[config.mk]
export PLATFORM = sky130hd
export DESIGN_NAME = dds_step_pulse_generator_flat
export DESIGN_NICKNAME = d
export VERILOG_FILES = /design/src/hw/rtl/dsg_pkg.sv /design/src/hw/rtl/dsg_in_if.sv /design/src/hw/rtl/dsg_out_if.sv /design/src/hw/rtl/dsg_cfg_if.sv /design/src/hw/rtl/dsg_lane.sv /design/src/hw/rtl/dsg_merge.sv /design/src/hw/rtl/dds_step_pulse_generator.sv /design/src/flat_wrapper.sv
export SDC_FILE = /design/constraint.sdc
export NUM_CORES = 1
export LEC_CHECK = 0
export BUFFER_PORTS_ARGS = -buffer_cell sky130_fd_sc_hd__buf_2
export CAP_MARGIN = 25
export CORE_MARGIN = 1.5
export CORE_UTILIZATION = 53
export DETAILED_ROUTE_END_ITERATION = 10
export PLACE_DENSITY_LB_ADDON = 0.15
export SLEW_MARGIN = 5
export SYNTH_ARGS = -nofsm -noshare
export SYNTH_HDL_FRONTEND = slang
export SYNTH_SLANG_ARGS = --single-unit
[constraint.sdc]
create_clock -name i_clk -period 6.56 [get_ports i_clk]
set_clock_uncertainty 0.15 [all_clocks]
set_input_delay 0.656 -clock i_clk [delete_from_list [all_inputs] [get_ports i_clk]]
set_output_delay 0.656 -clock i_clk [all_outputs]
set_load 0.02 [all_outputs]
[src/hw/rtl/dsg_pkg.sv]
`timescale 1ns / 1ps

package dsg_pkg;

    localparam int MAX_JOINTS     = 4;
    localparam int NUM_JOINTS_DEF = 4;
    localparam int PHASE_W        = 32;
    localparam int POS_W          = 32;
    localparam int HOLD_W         = 8;
    localparam int CFG_IDX_W      = 2;
    localparam int CFG_DATA_W     = 8;

    localparam logic [MAX_JOINTS-1:0] MASK_RESET = 4'hF;
    localparam logic [HOLD_W-1:0]     HOLD_RESET = 8'd2;

    // Register indexes of the configuration channel
    localparam logic [CFG_IDX_W-1:0] CFG_JOINT_MASK = 2'd0;
    localparam logic [CFG_IDX_W-1:0] CFG_DIR_HOLD   = 2'd1;

    // Per-lane report toward the merge stage (state after this tick)
    typedef struct packed {
        logic                    step;
        logic                    forward;
        logic signed [POS_W-1:0] position;
    } t_lane_stat;

endpackage

[src/hw/rtl/dsg_in_if.sv]
`timescale 1ns / 1ps

interface dsg_in_if import dsg_pkg::*; ();
    logic                      valid;
    logic                      ready;
    logic                      enable;
    logic signed [PHASE_W-1:0] increment_0;
    logic signed [PHASE_W-1:0] increment_1;
    logic signed [PHASE_W-1:0] increment_2;
    logic signed [PHASE_W-1:0] increment_3;

    modport source (output valid, enable, increment_0, increment_1, increment_2,
                    increment_3, input ready);
    modport sink   (input valid, enable, increment_0, increment_1, increment_2,
                    increment_3, output ready);
endinterface

[src/hw/rtl/dsg_out_if.sv]
`timescale 1ns / 1ps

interface dsg_out_if import dsg_pkg::*; ();
    logic                    valid;
    logic                    ready;
    logic [MAX_JOINTS-1:0]   step_mask;
    logic [MAX_JOINTS-1:0]   direction_mask;
    logic                    driver_enable_n;
    logic signed [POS_W-1:0] position_0;
    logic signed [POS_W-1:0] position_1;
    logic signed [POS_W-1:0] position_2;
    logic signed [POS_W-1:0] position_3;

    modport source (output valid, step_mask, direction_mask, driver_enable_n,
                    position_0, position_1, position_2, position_3, input ready);
    modport sink   (input valid, step_mask, direction_mask, driver_enable_n,
                    position_0, position_1, position_2, position_3, output ready);
endinterface

[src/hw/rtl/dsg_cfg_if.sv]
`timescale 1ns / 1ps

interface dsg_cfg_if import dsg_pkg::*; ();
    logic                  valid;
    logic                  ready;
    logic [CFG_IDX_W-1:0]  index;
    logic [CFG_DATA_W-1:0] data;

    modport source (output valid, index, data, input ready);
    modport sink   (input valid, index, data, output ready);
endinterface

[src/hw/rtl/dsg_lane.sv]
`timescale 1ns / 1ps

module dsg_lane
    import dsg_pkg::*;
(
    input  logic                      i_clk,
    input  logic                      i_rst_n,
    input  logic                      i_go,
    input  logic signed [PHASE_W-1:0] i_increment,
    input  logic [HOLD_W-1:0]         i_hold_ticks,
    output t_lane_stat                o_stat
);

    logic [PHASE_W-1:0]      r_acc, n_acc;
    logic                    r_fwd, n_fwd;
    logic [HOLD_W-1:0]       r_hold, n_hold;
    logic                    r_pend, n_pend;
    logic signed [POS_W-1:0] r_pos, n_pos;

    logic               neg;
    logic [PHASE_W-1:0] mag;
    logic               fwd_new;
    logic               dir_chg;
    logic [HOLD_W-1:0]  hold_mid;
    logic [PHASE_W:0]   sum;
    logic               pend_mid;
    logic               step;

    always_comb begin
        neg      = i_increment[PHASE_W-1];
        // Two's complement of the most negative value is itself: already the limit
        mag      = neg ? (~i_increment + 1'b1) : i_increment;
        fwd_new  = neg ? 1'b0 : ((i_increment != '0) ? 1'b1 : r_fwd);
        dir_chg  = (fwd_new != r_fwd);
        hold_mid = dir_chg ? i_hold_ticks : r_hold;
        sum      = {1'b0, r_acc} + {1'b0, mag};
        pend_mid = r_pend | sum[PHASE_W];

        n_acc  = r_acc;
        n_fwd  = r_fwd;
        n_hold = r_hold;
        n_pend = r_pend;
        n_pos  = r_pos;
        step   = 1'b0;
        if (i_go) begin
            n_acc  = sum[PHASE_W-1:0];
            n_fwd  = fwd_new;
            n_pend = pend_mid;
            if (hold_mid != '0) begin
                n_hold = hold_mid - 1'b1;
            end else begin
                n_hold = hold_mid;
                if (pend_mid) begin
                    n_pend = 1'b0;
                    step   = 1'b1;
                    n_pos  = fwd_new ? (r_pos + POS_W'(1)) : (r_pos - POS_W'(1));
                end
            end
        end
    end

    always_ff @(posedge i_clk) begin
        if (!i_rst_n) begin
            r_acc  <= '0;
            r_fwd  <= 1'b1;
            r_hold <= '0;
            r_pend <= 1'b0;
            r_pos  <= '0;
        end else begin
            r_acc  <= n_acc;
            r_fwd  <= n_fwd;
            r_hold <= n_hold;
            r_pend <= n_pend;
            r_pos  <= n_pos;
        end
    end

    assign o_stat.step     = step;
    assign o_stat.forward  = n_fwd;
    assign o_stat.position = n_pos;

    a_step_needs_go: assert property (@(posedge i_clk) disable iff (!i_rst_n)
        step |-> i_go)
        else $error("step pulse on a tick that was not serviced");

    a_pos_moves_on_step: assert property (@(posedge i_clk) disable iff (!i_rst_n)
        $past(i_rst_n) && (r_pos != $past(r_pos)) |-> $past(step))
        else $error("position moved without a step");

    a_hold_blocks_step: assert property (@(posedge i_clk) disable iff (!i_rst_n)
        i_go && dir_chg && (i_hold_ticks != '0) |-> !step)
        else $error("step issued inside direction hold");

endmodule

[src/hw/rtl/dsg_merge.sv]
`timescale 1ns / 1ps

module dsg_merge
    import dsg_pkg::*;
(
    input  logic                    i_clk,
    input  logic                    i_rst_n,
    input  t_lane_stat              i_stat [MAX_JOINTS],
    input  logic                    i_fire,
    input  logic                    i_enable,
    input  logic                    i_out_ready,
    output logic                    o_in_ready,
    output logic                    o_valid,
    output logic [MAX_JOINTS-1:0]   o_step_mask,
    output logic [MAX_JOINTS-1:0]   o_direction_mask,
    output logic                    o_driver_enable_n,
    output logic signed [POS_W-1:0] o_position [MAX_JOINTS]
);

    logic                    r_valid;
    logic [MAX_JOINTS-1:0]   r_step;
    logic [MAX_JOINTS-1:0]   r_dir;
    logic                    r_den_n;
    logic signed [POS_W-1:0] r_pos [MAX_JOINTS];

    assign o_in_ready = !r_valid || i_out_ready;

    always_ff @(posedge i_clk) begin
        if (!i_rst_n) begin
            r_valid <= 1'b0;
        end else if (i_fire) begin
            r_valid <= 1'b1;
        end else if (i_out_ready) begin
            r_valid <= 1'b0;
        end
    end

    // Payload: capture the lane reports on every accepted transaction
    always_ff @(posedge i_clk) begin
        if (i_fire) begin
            r_den_n <= !i_enable;
            for (int j = 0; j < MAX_JOINTS; j++) begin
                r_step[j] <= i_stat[j].step;
                r_dir[j]  <= i_stat[j].forward;
                r_pos[j]  <= i_stat[j].position;
            end
        end
    end

    assign o_valid           = r_valid;
    assign o_step_mask       = r_step;
    assign o_direction_mask  = r_dir;
    assign o_driver_enable_n = r_den_n;
    assign o_position        = r_pos;

endmodule

[src/hw/rtl/dds_step_pulse_generator.sv]
`timescale 1ns / 1ps

// Channel  | Dir | Handshake      | Payload
// ---------+-----+----------------+----------------------------------------------
// i_in     | in  | valid / ready  | enable, increment_0..3 (one base tick)
// o_out    | out | valid / ready  | step_mask, direction_mask, driver_enable_n,
//          |     |                | position_0..3
// i_cfg    | in  | valid / ready  | index (0 joint mask, 1 hold ticks), data
//
// One tick accepted per cycle unless the output register is stalled; its result
// appears in the output register on the next cycle. The rate is set by the per-lane
// accumulator/direction/position update, which closes on its own state registers.
// Synchronous active-low reset clears lane state (forward set), mask all joints, hold 2.
// A stalled output holds its transaction; input stays ready while the output
// register drains in the same cycle. Configuration is always ready.

module dds_step_pulse_generator
    import dsg_pkg::*;
#(
    parameter int NUM_JOINTS = NUM_JOINTS_DEF
) (
    input  logic       i_clk,
    input  logic       i_rst_n,
    dsg_in_if.sink     i_in,
    dsg_out_if.source  o_out,
    dsg_cfg_if.sink    i_cfg
);

    logic [MAX_JOINTS-1:0] r_joint_mask;
    logic [HOLD_W-1:0]     r_hold_ticks;

    logic                      in_ready;
    logic                      fire;
    logic signed [PHASE_W-1:0] incr [MAX_JOINTS];
    t_lane_stat                stat [MAX_JOINTS];
    logic signed [POS_W-1:0]   pos  [MAX_JOINTS];

    // Configuration: take every write, drop indexes beyond the register list
    assign i_cfg.ready = 1'b1;

    always_ff @(posedge i_clk) begin
        if (!i_rst_n) begin
            r_joint_mask <= MASK_RESET;
            r_hold_ticks <= HOLD_RESET;
        end else if (i_cfg.valid) begin
            unique case (i_cfg.index)
                CFG_JOINT_MASK: r_joint_mask <= i_cfg.data[MAX_JOINTS-1:0];
                CFG_DIR_HOLD:   r_hold_ticks <= i_cfg.data[HOLD_W-1:0];
                default: ;
            endcase
        end
    end

    assign i_in.ready = in_ready;
    assign fire       = i_in.valid && in_ready;

    assign incr[0] = i_in.increment_0;
    assign incr[1] = i_in.increment_1;
    assign incr[2] = i_in.increment_2;
    assign incr[3] = i_in.increment_3;

    // Lanes: one per joint that exists; a lane advances only on an enabled tick
    // for a joint present in the mask, otherwise it holds and reports its state.
    for (genvar j = 0; j < MAX_JOINTS; j++) begin : g_lane
        if (j < NUM_JOINTS) begin : g_on
            dsg_lane u_lane (
                .i_clk        (i_clk),
                .i_rst_n      (i_rst_n),
                .i_go         (fire && i_in.enable && r_joint_mask[j]),
                .i_increment  (incr[j]),
                .i_hold_ticks (r_hold_ticks),
                .o_stat       (stat[j])
            );
        end else begin : g_off
            // Joint not built: report zeros
            assign stat[j] = '0;
        end
    end

    dsg_merge u_merge (
        .i_clk             (i_clk),
        .i_rst_n           (i_rst_n),
        .i_stat            (stat),
        .i_fire            (fire),
        .i_enable          (i_in.enable),
        .i_out_ready       (o_out.ready),
        .o_in_ready        (in_ready),
        .o_valid           (o_out.valid),
        .o_step_mask       (o_out.step_mask),
        .o_direction_mask  (o_out.direction_mask),
        .o_driver_enable_n (o_out.driver_enable_n),
        .o_position        (pos)
    );

    assign o_out.position_0 = pos[0];
    assign o_out.position_1 = pos[1];
    assign o_out.position_2 = pos[2];
    assign o_out.position_3 = pos[3];

endmodule
[src/flat_wrapper.sv]
// flat-port wrapper written by rule: the top's interface ports become plain ports
module dds_step_pulse_generator_flat import dsg_pkg::*;
#(
    parameter int NUM_JOINTS = NUM_JOINTS_DEF
)
  (i_clk, i_rst_n, i_in_valid, i_in_enable, i_in_increment_0, i_in_increment_1, i_in_increment_2, i_in_increment_3, i_in_ready, o_out_valid, o_out_step_mask, o_out_direction_mask, o_out_driver_enable_n, o_out_position_0, o_out_position_1, o_out_position_2, o_out_position_3, o_out_ready, i_cfg_valid, i_cfg_index, i_cfg_data, i_cfg_ready);
  dsg_in_if i_in_i ();
  dsg_out_if o_out_i ();
  dsg_cfg_if i_cfg_i ();
  input  logic i_clk;
  input  logic i_rst_n;
  input wire logic [$bits(i_in_i.valid)-1:0] i_in_valid;
  input wire logic [$bits(i_in_i.enable)-1:0] i_in_enable;
  input wire logic [$bits(i_in_i.increment_0)-1:0] i_in_increment_0;
  input wire logic [$bits(i_in_i.increment_1)-1:0] i_in_increment_1;
  input wire logic [$bits(i_in_i.increment_2)-1:0] i_in_increment_2;
  input wire logic [$bits(i_in_i.increment_3)-1:0] i_in_increment_3;
  output wire logic [$bits(i_in_i.ready)-1:0] i_in_ready;
  output wire logic [$bits(o_out_i.valid)-1:0] o_out_valid;
  output wire logic [$bits(o_out_i.step_mask)-1:0] o_out_step_mask;
  output wire logic [$bits(o_out_i.direction_mask)-1:0] o_out_direction_mask;
  output wire logic [$bits(o_out_i.driver_enable_n)-1:0] o_out_driver_enable_n;
  output wire logic [$bits(o_out_i.position_0)-1:0] o_out_position_0;
  output wire logic [$bits(o_out_i.position_1)-1:0] o_out_position_1;
  output wire logic [$bits(o_out_i.position_2)-1:0] o_out_position_2;
  output wire logic [$bits(o_out_i.position_3)-1:0] o_out_position_3;
  input wire logic [$bits(o_out_i.ready)-1:0] o_out_ready;
  input wire logic [$bits(i_cfg_i.valid)-1:0] i_cfg_valid;
  input wire logic [$bits(i_cfg_i.index)-1:0] i_cfg_index;
  input wire logic [$bits(i_cfg_i.data)-1:0] i_cfg_data;
  output wire logic [$bits(i_cfg_i.ready)-1:0] i_cfg_ready;
  assign i_in_i.valid = i_in_valid;
  assign i_in_i.enable = i_in_enable;
  assign i_in_i.increment_0 = i_in_increment_0;
  assign i_in_i.increment_1 = i_in_increment_1;
  assign i_in_i.increment_2 = i_in_increment_2;
  assign i_in_i.increment_3 = i_in_increment_3;
  assign i_in_ready = i_in_i.ready;
  assign o_out_valid = o_out_i.valid;
  assign o_out_step_mask = o_out_i.step_mask;
  assign o_out_direction_mask = o_out_i.direction_mask;
  assign o_out_driver_enable_n = o_out_i.driver_enable_n;
  assign o_out_position_0 = o_out_i.position_0;
  assign o_out_position_1 = o_out_i.position_1;
  assign o_out_position_2 = o_out_i.position_2;
  assign o_out_position_3 = o_out_i.position_3;
  assign o_out_i.ready = o_out_ready;
  assign i_cfg_i.valid = i_cfg_valid;
  assign i_cfg_i.index = i_cfg_index;
  assign i_cfg_i.data = i_cfg_data;
  assign i_cfg_ready = i_cfg_i.ready;
  dds_step_pulse_generator #(.NUM_JOINTS(NUM_JOINTS)) u_core (.i_clk(i_clk), .i_rst_n(i_rst_n), .i_in(i_in_i), .o_out(o_out_i), .i_cfg(i_cfg_i));
endmodule
# Word-level counts from Yosys, hierarchy flattened
# Index checks and enable logic that the tools add are counted.
[totals]
register_bits = 446
in_bits = 144
word_cells = 145
[classes]
n_addsub = 20
eq_ne = 5
mux = 50
bitwise_logic = 12
n_reduce_logical = 25
[op_table]
columns = ["op", "count"]
rows = [
  ["$mux W32", 20],
  ["$add A32 B32 Y33", 4],
  ["$add A32 B1 Y32 const B", 4],
  ["$add A32 B2 Y32 const B", 4],
  ["$not A32 Y32", 4],
  ["$reduce_bool A32 Y1", 4],
  ["$sub A32 B2 Y32 const B", 4],
  ["$mux W8", 8],
  ["$reduce_bool A8 Y1", 4],
  ["$sub A8 B1 Y8 const B", 4],
  ["$mux W1", 22],
  ["$reduce_or A2 Y1", 4],
  ["$logic_and A1 B1 Y1", 6],
  ["$ne A1 B1 Y1", 4],
  ["$not A1 Y1", 4],
  ["$or A1 B1 Y1", 4],
  ["$reduce_and A2 Y1", 2],
  ["$eq A2 B1 Y1 const B", 1],
  ["$logic_not A1 Y1", 2],
  ["$logic_not A2 Y1", 1],
  ["$reduce_bool A2 Y1", 1],
  ["$logic_or A1 B1 Y1", 1],
]

# Logic depth before layout (Yosys ltp)
# Gate-level depths: netlist (run 1).
[depth]
depth_word = 8
mapped_depth = 21

# Cells and area by module
# Synthesis (run 1) repeated with hierarchy kept, for this count alone.
[unflattened]
cells_unflattened = 3717
hier_area_um2 = 32816.5
[modules_own_cells]
columns = ["mod", "instances", "cells_each", "area_each_um2", "seq_area_each_um2"]
rows = [
  ["dsg_lane (u_core.g_lane[2].g_on.u_lane)", 1, 888, 7148.1, 1481.4],
  ["dsg_lane (u_core.g_lane[1].g_on.u_lane)", 1, 883, 7013.0, 1481.4],
  ["dsg_lane (u_core.g_lane[3].g_on.u_lane)", 1, 839, 7013.0, 1481.4],
  ["dsg_lane (u_core.g_lane[0].g_on.u_lane)", 1, 905, 6917.9, 1481.4],
  ["dsg_merge", 1, 142, 4166.5, 4134.0],
  ["dds_step_pulse_generator", 1, 60, 558.0, 240.2],
]

# Worst setup path before layout (run 1)
# No wires, ideal clock.
[synth_path]
path_kind = "input to register"
from = "in i_in_increment_3[5]"
to = "reg u_core.u_merge.r_pos (netlist bit u_core.u_merge.o_position[29]) (data pin)"
setup_ns = 0.262
arrival_ns = 6.626
required_ns = 6.148
path_slack_ns = -0.478
path_stages = 14
path_buffers = 0
cell_sequence = "or4_1 nor4b_2 nand4_1 o31ai_1 ha_1 a211oi_1 o21ai_0 a31o_2 a2111oi_0 o21ai_1 a221oi_2 o21ai_0 xor2_1 mux2_2"
[synth_between]
elab_chain_cells = 8
[synth_rtl]
columns = ["element", "line", "source"]
rows = [
  ["start, declared", "flat_wrapper.sv:17", "input wire logic [$bits(i_in_i.increment_3)-1:0] i_in_increment_3;"],
  ["$not A32 Y32 or $reduce_bool A32 Y1 (tied branches)", "dsg_lane.sv:32, dsg_lane.sv:33", ""],
  ["$add A32 B1 Y32 or $mux W1 (tied branches)", "dsg_lane.sv:32, dsg_lane.sv:33", ""],
  ["$mux W32 or $mux W1 (tied branches)", "dsg_lane.sv:32, dsg_lane.sv:33", ""],
  ["$add A32 B32 Y33 or $ne A1 B1 Y1 (tied branches)", "dsg_lane.sv:36, dsg_lane.sv:34", ""],
  ["$or A1 B1 Y1 or $mux W8 (tied branches)", "dsg_lane.sv:37, dsg_lane.sv:35", ""],
  ["$mux W32 or $reduce_bool A8 Y1 (tied branches)", "dsg_lane.sv:53, dsg_lane.sv:49", ""],
  ["$mux W32 *", "dsg_lane.sv:49", "if (hold_mid != '0) begin"],
  ["$mux W32 *", "dsg_lane.sv:45", "if (i_go) begin"],
  ["via u_core.g_lane[3].g_on.u_lane.n_pos[29]", "dsg_lane.sv:18", "logic signed [POS_W-1:0] r_pos, n_pos;"],
  ["end signal, assigned by index", "dsg_merge.sv:45", "r_pos[j] <= i_stat[j].position;"],
  ["end, declared", "dsg_merge.sv:24", "logic signed [POS_W-1:0] r_pos [MAX_JOINTS];"],
]
# The timed path passes the listed nets; every way through them passes the cells marked *.
# A chain may end at the register's enable or synchronous reset.

# Final worst setup path (run 1)
[layout_path]
from = "in i_in_increment_0[5]"
to = "reg u_core.g_lane[0].g_on.u_lane.r_pos[18]"
[layout_between]
elab_chain_cells = 8
[layout_rtl]
columns = ["element", "line", "source"]
rows = [
  ["start, declared", "flat_wrapper.sv:14", "input wire logic [$bits(i_in_i.increment_0)-1:0] i_in_increment_0;"],
  ["$not A32 Y32 or $reduce_bool A32 Y1 (tied branches)", "dsg_lane.sv:32, dsg_lane.sv:33", ""],
  ["$add A32 B1 Y32 or $mux W1 (tied branches)", "dsg_lane.sv:32, dsg_lane.sv:33", ""],
  ["$mux W32 or $mux W1 (tied branches)", "dsg_lane.sv:32, dsg_lane.sv:33", ""],
  ["$add A32 B32 Y33 or $ne A1 B1 Y1 (tied branches)", "dsg_lane.sv:36, dsg_lane.sv:34", ""],
  ["$or A1 B1 Y1 or $mux W8 (tied branches)", "dsg_lane.sv:37, dsg_lane.sv:35", ""],
  ["$mux W32 or $reduce_bool A8 Y1 (tied branches)", "dsg_lane.sv:53, dsg_lane.sv:49", ""],
  ["$mux W32 *", "dsg_lane.sv:49", ""],
  ["$mux W32 *", "dsg_lane.sv:45", ""],
  ["via u_core.g_lane[0].g_on.u_lane.n_pos[18]", "dsg_lane.sv:18", ""],
  ["end signal, assigned", "dsg_lane.sv:74", "r_pos <= n_pos;"],
  ["end, declared", "dsg_lane.sv:18", ""],
]
# Marked as above.

==> results.yml, run 1 <==
yosys:
  synth_fp_nets: 4146
  synth-seq-cells: 446
  synth_edf_count: 137
  ys_warn_count: 0
  syn_avg_cell_area_um2: 8.44
  ys_types: 98
  netlist_instances: 3734
  syn_area_um2: 31500
  ys_seq_area_share_pct: 32.7
  async_reset_ff_share_pct: 0
  synthFlopType: "dfxtp_1"
sta:
  finalSetupTns_ps: 0
  setup_viol: 0
  slew_violations: 0
  slew_headroom_pct: 33.1
  rsz0062_at_grt: "false"
  fmax_ghz: 0.169
  whs_ps: 129
  timing.final.crit_period_ps: 5910
  period_share_pct: 90.0
  hold_viol: 0
  tightestPinTransition_ps: 1000
clock_network:
  cts_buffers: 52
  root_buffer: "clkbuf_16"
  clock_tree.buffer_depth: 3
  cts_hold_buf: 0
  clock-sinks: 446
  cts_setup_buffers: 0
  clkLatencyLatePin_ps: 610
  path_clk_slew_ps: 60
  cts_resized: 0
  cts_tree: "done"
  h-tree-depth: 2
floorplanning:
  dieArea_um2: 60900
  chipWidth_um: 247
  rows: 89
  io_pins: 284
  die_h_um: 247
  initial_core_util_pct: 53.5
  core_area_um2: 58900
cells_and_area:
  multi_input_area_um2: 20400
  synthToLayoutAreaGrowth_pct: 12.8
  num-fill-cells: 5382
  final-seq-area_um2: 10300
  nets: 4386
  fin_cells: 4794
  drive_above_1_share_pct: 12.4
drt:
  antenna_left: 0
  drc: 0
  vias: 27600
  initialDrtViolationCount: 1572
  dr.pass1.iters: 7
  wl_per_cell_um: 16.2
  wirelength_mm: 77.6
  viasPerCell: 5.75
global_routing:
  grt_start_max_net_pins: 86
  grt_pass1_vias: 25500
  antenna_found_initial: 6
  grt_usage_pct: 24.9
  grt_pass1_wl_mm: 126
  gr-total-overflow: 0
setup_path:
  critPathKind: "input port to flip-flop"
  worstPathMaxFanout: 18
  crit_path_end_kind: "flip-flop"
  crit_arrival_ps: 6260
  worstPathRequired_ps: 6910
  r2r_slack_ps: 1940
  cp-start-kind: "input port"
placement:
  place_congestion: 0.890
  dp_cells: 4693
  hpwl_mm: 56.4
  port_buffers: 282
power:
  switchingPower_w: 0.00232
  p_total_w: 0.00781
  clock_power_share_pct: 39.0
  seq_power_share_pct: 39.0
  power_leakage_nw: 15.1
  p_int_w: 0.00548
  swShare_pct: 29.8
  pwr-share-comb_pct: 22.0
  pwr_density_cell_nw_per_um2: 220
  ir_worst_vdd_uv: 205
status:
  status: "finished clean"
job:
  maxCapViolCount: 0
worst_hold_path:
  hold_path_class: "input port to flip-flop"
-- cells in the final DEF (no fill, tap or decap), drive strengths merged, types with 24 or more instances in the layout --
cell	count
nand2	474
a21oi	350
buf	326
dfxtp	309
o21ai	272
ha	260
xnor2	259
nor2	241
and2	139
edfxtp	137
a21o	103
xor2	88
inv	83
nand3	73
nor3	73
clkbuf	65
a211oi	57
mux2i	48
o31ai	45
a31oi	39
mux2	39
nand2b	38
o21bai	37
or3	37
o21a	33
and3	28
nor2b	26
nand4	25
o41ai	25
or4	25
o211ai	24
nor4	24
-- through the flow --
step | worst slack, ps | utilization, % | cell area, µm²
global placement | 86.8 | 57.2 | 33700
global route | 216 | 60.3 | 35500
floorplan | 405 | - | 31500
CTS | 662 | 60.3 | 35500
finish | 655 | 60.3 | 35500
detailed placement | 24.9 | 57.2 | 33700
-- flip-flops by register name, indices dropped and copies added (netlist names) --
signal                            flops
u_core.g_lane.g_on.u_lane.r_acc     128
u_core.g_lane.g_on.u_lane.r_fwd       4
u_core.g_lane.g_on.u_lane.r_hold     32
u_core.g_lane.g_on.u_lane.r_pend      4
u_core.g_lane.g_on.u_lane.r_pos     128
u_core.r_hold_ticks                   8
u_core.r_joint_mask                   4
u_core.u_merge.o_direction_mask       4
u_core.u_merge.o_driver_enable_n      1
u_core.u_merge.o_position           128
u_core.u_merge.o_step_mask            4
u_core.u_merge.o_valid                1
-- layout make-up --
class / instances / area share [%]
Antenna cell: 3 / 0.0211
Clock buffer: 65 / 3.88
Clock inverter: 33 / 1.17
Inverter: 81 / 0.870
Multi-Input combinational cell: 3067 / 57.4
Sequential cell: 446 / 29.0
Tap cell: 773 / 2.72
Timing Repair Buffer: 326 / 4.98
-- cells by family after synthesis --
| logic type | share of synthesized area, % |
|---|---|
| AO/OA/AOI/OAI | 21.9 |
| buffers and inverters | 2.69 |
| multiplexers | 2.96 |
| flip-flops | 32.7 |
| XOR/XNOR | 9.65 |
| AND/OR/NAND/NOR | 19.2 |
| adder cells (fa/ha/maj) | 10.8 |
| other | 0.0119 |
-- metal layers --
metal / global-route usage (%) / share of wire, % / up-vias
met3: 3.34 / 4.8 / 123
met2: 42.3 / 46 / 548
li1: - / - / 14100
met1: 32.9 / 46 / 12800
met4: 7.48 / 2.7 / 4
met5: 0 / 0.028 / -
-- final timing paths --
path,cells past startpoint,from,end
max,21,i_in_increment_0[5],u_core.g_lane[0].g_on.u_lane.r_pos[18]$_SDFF_PN0_
min,3,i_cfg_data[1],u_core.r_hold_ticks[1]$_SDFFE_PN1P_
max reg2reg,15,u_core.g_lane[0].g_on.u_lane.r_fwd$_SDFF_PN1_,u_core.g_lane[0].g_on.u_lane.r_pos[18]$_SDFF_PN0_
min reg2reg,2,u_core.g_lane[3].g_on.u_lane.r_acc[4]$_SDFFE_PN0P_,u_core.g_lane[3].g_on.u_lane.r_acc[4]$_SDFFE_PN0P_
-- Yosys cell counts (10+ instances only) --
| cell type | n | share of area (%) |
|---|---|---|
| a2111oi_0 | 11 | 0.31 |
| a211o_1 | 10 | 0.28 |
| a211oi_1 | 56 | 1.3 |
| a21o_1 | 103 | 2.5 |
| a21oi_1 | 350 | 5.6 |
| a31oi_1 | 39 | 0.77 |
| and2_1 | 138 | 2.7 |
| and3_1 | 28 | 0.56 |
| clkbuf_1 | 122 | 1.5 |
| dfxtp_1 | 309 | 20 |
| edfxtp_1 | 137 | 13 |
| ha_1 | 260 | 10 |
| inv_1 | 79 | 0.94 |
| mux2_2 | 38 | 1.4 |
| mux2i_1 | 47 | 1.5 |
| nand2_1 | 474 | 5.6 |
| nand2b_1 | 37 | 0.73 |
| nand3_1 | 73 | 1.2 |
| nand4_1 | 25 | 0.50 |
| nor2_1 | 241 | 2.9 |
| nor2b_1 | 26 | 0.52 |
| nor3_1 | 72 | 1.1 |
| nor4_1 | 22 | 0.44 |
| o211ai_1 | 24 | 0.57 |
| o21a_1 | 33 | 0.79 |
| o21ai_0 | 247 | 3.9 |
| o21ai_1 | 24 | 0.38 |
| o21bai_1 | 37 | 0.88 |
| o31ai_1 | 45 | 1.1 |
| o41ai_1 | 23 | 0.64 |
| or2_2 | 18 | 0.36 |
| or3_1 | 34 | 0.68 |
| or4_1 | 22 | 0.52 |
| xnor2_1 | 259 | 7.2 |
| xor2_1 | 88 | 2.4 |
-- power groups by stage --
| stage | sequential [W] | combinational [W] | clock, W |
|---|---|---|---|
| 2_1_floorplan | 0.00313 | 0.00126 | 0 |
| 3_3_place_gp | 0.00310 | 0.00169 | 0 |
| 4_1_cts | 0.00305 | 0.00172 | 0.00312 |
| 5_1_grt | 0.00306 | 0.00192 | 0.00323 |
| 3_5_place_dp | 0.00310 | 0.00170 | 0 |
| 6_report | 0.00305 | 0.00172 | 0.00304 |
-- critical path, stage by stage --
cell      delay [ps]
buf_2            110
or4_4            540
or3_4            350
or4_4            420
or4_4            490
or2_4            260
o41ai_1          310
xnor2_1          120
ha_1             300
nand2_1           60
nor2_1           160
nand3_1          120
a211oi_1         300
o32ai_1          180
o21ai_0          230
a211oi_1         100
buf_4            140
nor2b_2          620
buf_12           250
mux2_2           370
and2_1           150
Note: power is estimated with default switching activity, not from simulation.
==> run 2, diff against run 1 <==
--- a/config.mk
+++ b/config.mk
@@ -5,10 +5,12 @@
 export SDC_FILE = /design/constraint.sdc
 export NUM_CORES = 1
 export LEC_CHECK = 0
+export ABC_AREA = 1
 export BUFFER_PORTS_ARGS = -buffer_cell sky130_fd_sc_hd__buf_2
 export CAP_MARGIN = 25
 export CORE_MARGIN = 1.5
 export CORE_UTILIZATION = 53
+export CTS_BUF_LIST = sky130_fd_sc_hd__clkbuf_8 sky130_fd_sc_hd__clkbuf_16
 export DETAILED_ROUTE_END_ITERATION = 10
 export PLACE_DENSITY_LB_ADDON = 0.15
 export SLEW_MARGIN = 5
==> run 2 against run 1 <==
The flow now finishes with violations (design-rule violations); flip-flop and latch count stayed put; routed wire length is 26% higher; sequential share of layout area is 2.9 points lower; synthesized cell count is 40% higher; combinational power is 12% higher.
==> results.yml, run 2 <==
status:
  status: "finished, violations left"
  violations: "design-rule violations"
cells_and_area:
  final_common_cell: "nand2_1"
  fin_cells: 6388
  synthToLayoutAreaGrowth_pct: 11.5
  num-fill-cells: 6352
  layout_common_cells: "nand2_1 (1252), inv_1 (795), nor2_1 (526)"
  drive_above_1_share_pct: 8.93
  nets: 5887
yosys:
  synth_top_area_share_pct: 17.4
  ys_warn_count: 0
  ys_seq_area_share_pct: 29.0
  synthFlopType: "dfxtp_1"
  netlist_instances: 5233
  ys_types: 52
  syn_avg_cell_area_um2: 6.78
  synth_edf_count: 137
  yosysMostFrequentCell: "nand2_1"
  yosys-top-cells-area: "dfxtp_1 (17%), nand2_1 (13%), edfxtp_1 (12%), ha_1 (9.2%), inv_1 (8.4%)"
  synth-seq-cells: 446
  netlist_top_cells_count: "nand2_1 (1252), inv_1 (794), nor2_1 (526), a21oi_1 (378), dfxtp_1 (309)"
  synth_top_area_cell: "dfxtp_1"
  synth_fp_nets: 5645
  syn_area_um2: 35500
  async_reset_ff_share_pct: 0
sta:
  slew_violations: 0
  hold_viol: 0
  slew_headroom_pct: 42.5
  finalSetupTns_ps: 0
  timing.final.crit_period_ps: 5110
  fmax_ghz: 0.196
  tightestPinTransition_ps: 862
  rsz0062_at_grt: "false"
  setup_ws_ps: 1450
  setup_viol: 0
  period_share_pct: 77.9
floorplanning:
  dieArea_um2: 68500
  chipWidth_um: 262
  rows: 94
  io_pins: 284
  die_h_um: 262
  core_area_um2: 66000
  initial_core_util_pct: 53.8
setup_path:
  worstPathMaxFanout: 35
  timing.rr.start: "u_core.g_lane[3].g_on.u_lane.r_fwd$_SDFF_PN1_"
  path_cells: "buf_2 > nor3_1 > nand2_1 > nor3_1 > nand4_1 > nor3_1 > nand2_1 > nand2_1 > xor2_1 > ha_1 > nand2_1 > nor2_1 > nand2_1 > nor2_1 > nand2_1 > nand3_1 > nand2_1 > nand2_1 > buf_4 > nand4_2 > nand2_1 > nand2_1 > inv_1"
  r2r_slack_ps: 2290
  critPathTopFamily: "simple AND/OR/NAND/NOR gates"
  critPathKind: "input port to flip-flop"
  worstSetupPathDepth: 23
  crit_arrival_ps: 5430
  critPathBufInv: 3
  cp_common_cell: "nand2_1"
  crit_path_end_kind: "flip-flop"
  reg2reg_depth: 20
  rr_endpoint: "u_core.u_merge.o_position[20]$_DFFE_PP_"
  cp_slowest_cell: "nand4_2"
  worstPathRequired_ps: 6880
  cpPeakStageDelay_ps: 670
  cp-start-kind: "input port"
power:
  power_leakage_nw: 21.1
  ir_worst_vdd_uv: 236
  pwr_density_cell_nw_per_um2: 207
  p_total_w: 0.00820
drt:
  antenna_left: 0
  initialDrtViolationCount: 2393
  viasPerCell: 5.31
  wirelength_mm: 97.3
  drc: 24
  wl_per_cell_um: 15.2
  dr.pass1.iters: 9
  vias: 33900
clock_network:
  h-tree-depth: 2
  cts_buffers: 52
  clkLatencyLatePin_ps: 610
  cts_setup_buffers: 0
  cts_resized: 0
  path_clk_slew_ps: 60
  cts_hold_buf: 0
  clock_tree.buffer_depth: 3
  root_buffer: "clkbuf_16"
  cts_tree: "done"
  clock-sinks: 446
global_routing:
  grt_pass1_wl_mm: 158
  grt_usage_pct: 27.9
  grt_start_max_net_pins: 82
  grt_pass1_vias: 32300
  gr-total-overflow: 0
  antenna_found_initial: 14
worst_hold_path:
  hold_path_class: "input port to flip-flop"
  min_from: "i_cfg_data[1]"
  hold_end: "u_core.r_joint_mask[1]$_SDFFE_PN1P_"
  hold_depth: 3
placement:
  place_congestion: 1.01
  port_buffers: 282
  preCtsSetupSlack_ps: 972
  dp_cells: 6285
  hpwl_mm: 73.8
job:
  maxCapViolCount: 0
## run 2: cell count changes after synthesis, sizes merged, moves of 39 or more
cell    before   now
nand2      474  1272
inv         80   811
nor2       241   548
nand3       73   258
xnor2      259    87
xor2        88   229
and2       139     0
o21bai      37   109
nand4       25    81
a211oi      57     3
a21o       103    54
mux2i       48     0
mux2        39     0
## run 2: power by group
group / internal [W] / total [W] / switching [W]
logic: 0.000654 / 0.00193 / 0.00128
clock network: 0.00198 / 0.00324 / 0.00126
registers: 0.00297 / 0.00303 / 0.0000656
## run 2: tightest hold or removal path, cell delays in order
cell and delay [ps]:
buf_2 90, nand2_1 50, nand3_1 60
## run 2: how the worst max path moves through the flow
stage,start,endpoint,slack [ps]
finish,i_in_increment_3[1],u_core.u_merge.o_position[19]$_DFFE_PP_,1450
global route,i_in_increment_3[1],u_core.u_merge.o_position[15]$_DFFE_PP_,980
CTS,i_in_increment_3[1],u_core.u_merge.o_position[19]$_DFFE_PP_,1600
detailed placement,i_in_increment_3[1],u_core.u_merge.o_position[12]$_DFFE_PP_,970
global placement,i_in_increment_3[1],u_core.u_merge.o_position[23]$_DFFE_PP_,1050
floorplan,i_in_increment_2[1],u_core.u_merge.o_position[62]$_DFFE_PP_,770
## run 2: area by class of cell
cell class,instances,area [µm²],share of cell area (%)
inverters,814,3070,7.75
repair buffers,302,1560,3.96
clock inverters,39,512,1.29
well taps,864,1080,2.73
diodes,6,15.0,0.0380
multi-input cells,3859,21600,54.6
clock buffers,58,1410,3.56
flip-flops and latches,446,10300,26.1
## run 2: per-stage QoR
| stage | hold WS (ps) | utilization (%) | area [µm²] |
|---|---|---|---|
| final | 126 | 59.9 | 39500 |
| after global routing | 111 | 59.9 | 39500 |
| after CTS | 89.4 | 59.9 | 39500 |
| after detailed placement | 295 | 57.0 | 37600 |
| after global placement | 290 | 57.0 | 37600 |
| after floorplan | 279 | - | 35500 |
## run 2: per-layer routing
metal  GRT usage [%]  share of wire, %
met1            38.3                48
met5               0              0.14
met4            7.47               2.3
met2            46.0                45
met3            3.54               5.2
## run 2: logic make-up after synthesis
logic type | Yosys count | share of synthesized area, %
AOI/OAI and AO/OA | 989 | 16.1
DFF | 446 | 29.0
adders and majority gates | 268 | 9.62
xor gates and xnor gates | 316 | 7.80
and+or+nand+nor | 2285 | 27.3
other | 1 | 0.0106
buffers and inverters | 928 | 10.1
